===== config.mk =====
export PLATFORM = sky130hd
export DESIGN_NAME = fgpl_ram
export DESIGN_NICKNAME = d
export VERILOG_FILES = /design/src/rtl/assert_macros.svh /design/src/rtl/fgpl_ram.sv
export SDC_FILE = /design/constraint.sdc
export NUM_CORES = 1
export LEC_CHECK = 0
export ABC_AREA = 1
export BUFFER_PORTS_ARGS = -buffer_cell sky130_fd_sc_hd__clkbuf_2
export CORE_UTILIZATION = 55
export CTS_CLUSTER_DIAMETER = 120
export DETAILED_ROUTE_END_ITERATION = 7
export GPL_TIMING_DRIVEN = 1
export PLACE_DENSITY = 0.73
export SYNTH_ARGS = -nofsm -noshare
export SYNTH_HDL_FRONTEND = slang
export SYNTH_SLANG_ARGS = --single-unit

===== constraint.sdc =====
create_clock -name clock -period 1.55 [get_ports clock]
set_clock_uncertainty 0.15 [all_clocks]
set_input_delay 0.465 -clock clock [delete_from_list [all_inputs] [get_ports clock]]
set_output_delay 0.465 -clock clock [all_outputs]
set_load 0.02 [all_outputs]

===== src/rtl/assert_macros.svh =====
// Assertion macros used by the top-level RTL file.
// Depends on a clock named clock and a synchronous reset named reset in the using module.
`ifndef ASSERT_MACROS_SVH
`define ASSERT_MACROS_SVH

// Check that a condition holds at every clock edge outside reset.
`define FGPL_ASSERT(label, expr, msg) \
   label: assert property (@(posedge clock) disable iff (reset) (expr)) else $error(msg);

// Check that a cause seen at one edge is followed by its effect at the next edge.
`define FGPL_ASSERT_NEXT(label, cause, effect, msg) \
   label: assert property (@(posedge clock) disable iff (reset) (cause) |=> (effect)) \
      else $error(msg);

`endif


===== src/rtl/fgpl_ram.sv =====
// Generic simple dual port RAM: one write port, one read port with registered data.
// Depends on nothing.
module fgpl_ram #(
   parameter int WIDTH = 8,
   parameter int DEPTH = 16
) (
   input  logic                     clock,
   input  logic                     wr_en,
   input  logic [$clog2(DEPTH)-1:0] wr_addr,
   input  logic [WIDTH-1:0]         wr_data,
   input  logic [$clog2(DEPTH)-1:0] rd_addr,
   output logic [WIDTH-1:0]         rd_data
);

   logic [WIDTH-1:0] mem [DEPTH];
   logic [WIDTH-1:0] rd_data_ff;

   always_ff @(posedge clock) begin
      if (wr_en) begin
         mem[wr_addr] <= wr_data;
      end
      rd_data_ff <= mem[rd_addr];
   end

   assign rd_data = rd_data_ff;

endmodule


Yosys cells after proc, flatten, opt, wreduce, memory -nomap -nowiden. Memories as Yosys holds them, arrays and structs flattened. A register that Yosys moved wholly into a read port is not among the register bits. Cells that the tools add are included.

Muxes and demuxes: 2.

Operators by type and width (number): 1-bit two-way mux (2).

Flip-flop bits (word level): 0. Bits in writable memories: 128. Input bits: 18. Output and inout bits: 8. Word-level logic and storage cells: 3. Memories kept: 1.

Memory list: mem (words 16, width 8, rd ports 1, clocked after Yosys merged registers in 1, wr ports 1, line fgpl_ram.sv:15) `logic [WIDTH-1:0] mem [DEPTH];`.

Longest topological paths before layout.
Depth after elaboration: 2. Gate-level depth with buffers: 8.

Worst setup path before layout. No wires, ideal clock.

Path kind: input to register. Start: in wr_addr[3]. End: mem mem[4][0] (enable). Setup time: 370 ps. Data arrival time: 1046 ps. Data required time: 1030 ps. Path slack: -16 ps. Cell stages on the path: 2. Path buffers: 0. Cells stage by stage: nand3b_1 -> nor2_1.

RTL lines: start: declaration (line fgpl_ram.sv:9) `input logic [$clog2(DEPTH)-1:0] wr_addr,`; end: declaration (line fgpl_ram.sv:15).

No word-level cell before the write port.

Final worst setup path.
Start: reg rd_data_ff[1] (netlist: rd_data[1]) (read register of mem). End: out rd_data[1].

RTL lines: start: declaration (line fgpl_ram.sv:16) `logic [WIDTH-1:0] rd_data_ff;`; end: declaration (line fgpl_ram.sv:12) `output logic [WIDTH-1:0] rd_data`.

No word-level cell between the ends.

==> impl_metrics.py <==
metrics = {
    "run_status": {
        "status": "complete, but fails checks",
        "failed_checks": "negative setup slack",
    },
    "final_layout": {
        "final_area_mm2": 0.00697,
        "multi_input_area_mm2": 0.00121,
        "final_cells": 756,
        "diodes": 0,
        "seq_area_mm2": 0.00402,
        "fill_cells": 734,
        "final_layout_size_suffix_gt1_frac": 0.165,
        "syn2layout_area_growth_pct": 20.8,
        "fin_nets": 625,
    },
    "synthesis": {
        "yosys.cell_types.count": 12,
        "synth_nets": 569,
        "synth_top_cell_by_area": "edfxtp_1",
        "synth-adder-area-share": 0,
        "yosys_warnings": 0,
        "yosys.area.top_type_share": 0.667,
        "synthXorXnorAreaFrac": 0,
        "synth_seq_area_share": 0.694,
        "yosys-top-cells-area": "edfxtp_1, nand2_1, nand3_1, inv_1, dfxtp_1",
        "synthesis.area_mm2": 0.00577,
        "synthMuxAreaShare": 0,
        "syn_avg_cell_area_um2": 10.5,
        "ys_seq_elements": 136,
        "synth_compound_area_frac": 0,
        "synth_top_family_by_area": "simple AND/OR/NAND/NOR gates",
        "synth-simple-area-share": 0.210,
        "syn_inst": 551,
    },
    "sta": {
        "setup_slack_ns": -0.0816,
        "setup_viol_count_final": 8,
        "fmax_ghz": 0.613,
        "tightest_slew_ns": 0.425,
        "rsz0062_at_grt": "true",
        "finalCriticalPeriod_ns": 1.63,
        "hold_viol": 0,
        "slew_headroom": 0.717,
        "final-max-slew-violation-count": 0,
        "finalCritPeriodShare": 1.05,
    },
    "worst_setup_path": {
        "required_ns": 0.93,
        "r2r_end": "rd_data[1]$_DFF_P_",
        "ff2ff_path_depth": 6,
        "end_kind": "primary output",
        "critPathMaxFanout": 1,
        "path_depth": 1,
        "worst_path_largest_cell_delay_ns": 0.36,
        "setup.worst_path.end": "rd_data[1]",
        "cp-start-kind": "flip-flop",
        "critPathKind": "reg -> out",
        "worstReg2RegStart": "mem[7][1]$_DFFE_PP_",
        "arrival_ns": 1.02,
        "crit_start": "rd_data[1]$_DFF_P_",
        "rrSetupSlack_ns": 0.37,
        "cp_cell_sequence": "buf_8",
        "cp_num_buf_inv": 1,
        "crit_family": "flip-flops",
        "slowest_stage": "dfxtp_4",
    },
    "global_route": {
        "grt_pass1_vias": 3795,
        "grt_overflow_total": 0,
        "grtUsageTotal": 0.255,
        "antenna_found_initial": 0,
        "grt_pass1_wl_um": 20300,
        "grt_max_degree": 46,
    },
    "placed_design": {
        "dp.cells": 724,
        "globalplace.congestion": 0.926,
        "io_buffers": 25,
        "dp_hpwl_um": 8060,
        "placed_area_mm2": 0.00627,
    },
    "detailed_routing": {
        "drt.antenna.violating_nets": 0,
        "vias": 3915,
        "wl_per_cell_um": 17.1,
        "totalWireLength_um": 12900,
        "via_per_inst": 5.18,
        "dr.pass1.iters": 5,
        "drt_iter0_drc": 419,
        "drc": 0,
    },
    "floorplanning": {
        "core_area_mm2": 0.0102,
        "fp.dieW_um": 104,
        "placementRows": 37,
        "io_pins": 26,
        "start_util": 0.564,
        "fp.dieH_um": 104,
        "die_area_mm2": 0.0109,
    },
    "clocking": {
        "cts_buffer_depth": 2,
        "cts_hold_buffers": 0,
        "postCtsSetupRepairBufs": 0,
        "cts_tree": "done",
        "cts_num_sinks": 136,
        "ctsHtreeMaxLevel": 4,
        "clock-root-buffer": "clkbuf_8",
        "cts_made_buffers": 17,
        "worstSkewPairLatency_ns": 0.53,
        "path_clk_slew_ns": 0.07,
        "cts-resized-gates": 24,
    },
    "power_and_ir_drop": {
        "vdd_ir_drop_max_v": 0.000791,
        "powerDensity_mw_per_mm2": 1280,
        "p_leak_nw": 3.05,
    },
    "flow_run": {
        "drv_cap": 0,
    },
    "hold_path": {
        "hold_class": "in -> reg",
    },
}
## how the worst min path moves through the flow
stage                         from             endpoint  slack (ns)  cells past startpoint
4_1_cts                 rd_addr[3]   rd_data[1]$_DFF_P_        0.22                      4
3_5_place_dp   mem[6][2]$_DFFE_PP_   rd_data[2]$_DFF_P_        0.52                      6
3_3_place_gp   mem[6][2]$_DFFE_PP_   rd_data[2]$_DFF_P_        0.51                      6
5_1_grt                 rd_addr[3]   rd_data[1]$_DFF_P_        0.25                      4
2_1_floorplan           wr_data[0]  mem[0][0]$_DFFE_PP_        0.41                      0
6_report                rd_addr[3]   rd_data[1]$_DFF_P_        0.24                      4
## sequential cells by signal, summed over array words and instances, names as in the netlist
register / cells
mem: 128
rd_data: 8
## cell type report
cell class                 count  share of cell area
sequential                   136               0.576
multi-input combinational    289               0.174
timing repair buffer          61              0.0826
clock buffer                  20              0.0639
inverter                     102              0.0549
tap                          136              0.0244
clock inverter                12              0.0235
## per-layer routing
metal | global-route usage | vias to the layer above | wire length (um)
met3 | 0.0583 | 35 | 834
met2 | 0.389 | 164 | 6230
li1 | - | 1887 | -
met4 | 0.136 | 0 | 490
met5 | 0 | - | 0
met1 | 0.341 | 1829 | 5390
## report_power, final
part	leakage, nW	switching (mW)	total [mW]	internal (mW)
logic	1.54	0.388	0.626	0.238
clock network	0.285	1.54	4.10	2.56
registers	1.22	0.0380	4.15	4.12
## synth_stat cells, drive strengths merged
| cell | number |
|---|---|
| inv | 102 |
| nand3 | 97 |
| nand2 | 173 |
| nor2 | 17 |
| edfxtp | 128 |
| dfxtp | 8 |
| nand3b | 2 |
| buf | 24 |
## worst register-to-register path, delay by kind of cell (launching register included)
kind,cells,cell delay [ns]
simple gates,5,0.49
flops,1,0.37
buf+inv,1,0.06
## through the flow
stage | worst slack (ns) | TNS [ns] | hold WS [ns] | total power, mW | util
after floorplan | -0.0158 | -1.01 | 0.414 | 4.53 | -
after global placement | -0.228 | -2.61 | 0.507 | 4.78 | 0.612
after detailed placement | -0.243 | -5.20 | 0.515 | 4.79 | 0.612
after CTS | -0.118 | -0.640 | 0.221 | 8.90 | 0.680
after global routing | -0.107 | -0.623 | 0.251 | 9.14 | 0.681
final | -0.0816 | -0.376 | 0.241 | 8.88 | 0.681
## cells in the final DEF, fill, tap and decap left out, types with 4 or more instances in the layout
cell type	n
buf_8	8
buf_12	8
dfxtp_2	7
nand3_1	97
edfxtp_1	128
clkbuf_16	16
inv_6	4
clkinvlp_4	4
inv_1	100
nand2_1	173
nor2_1	17
clkbuf_2	17
buf_4	28
## logic make-up (layout without fill, tap and decap cells)
logic type    after synthesis  after routing
flops                     136            136
buf+inv                   126            195
simple gates              289            289
Power figures use the tool's default switching activity.
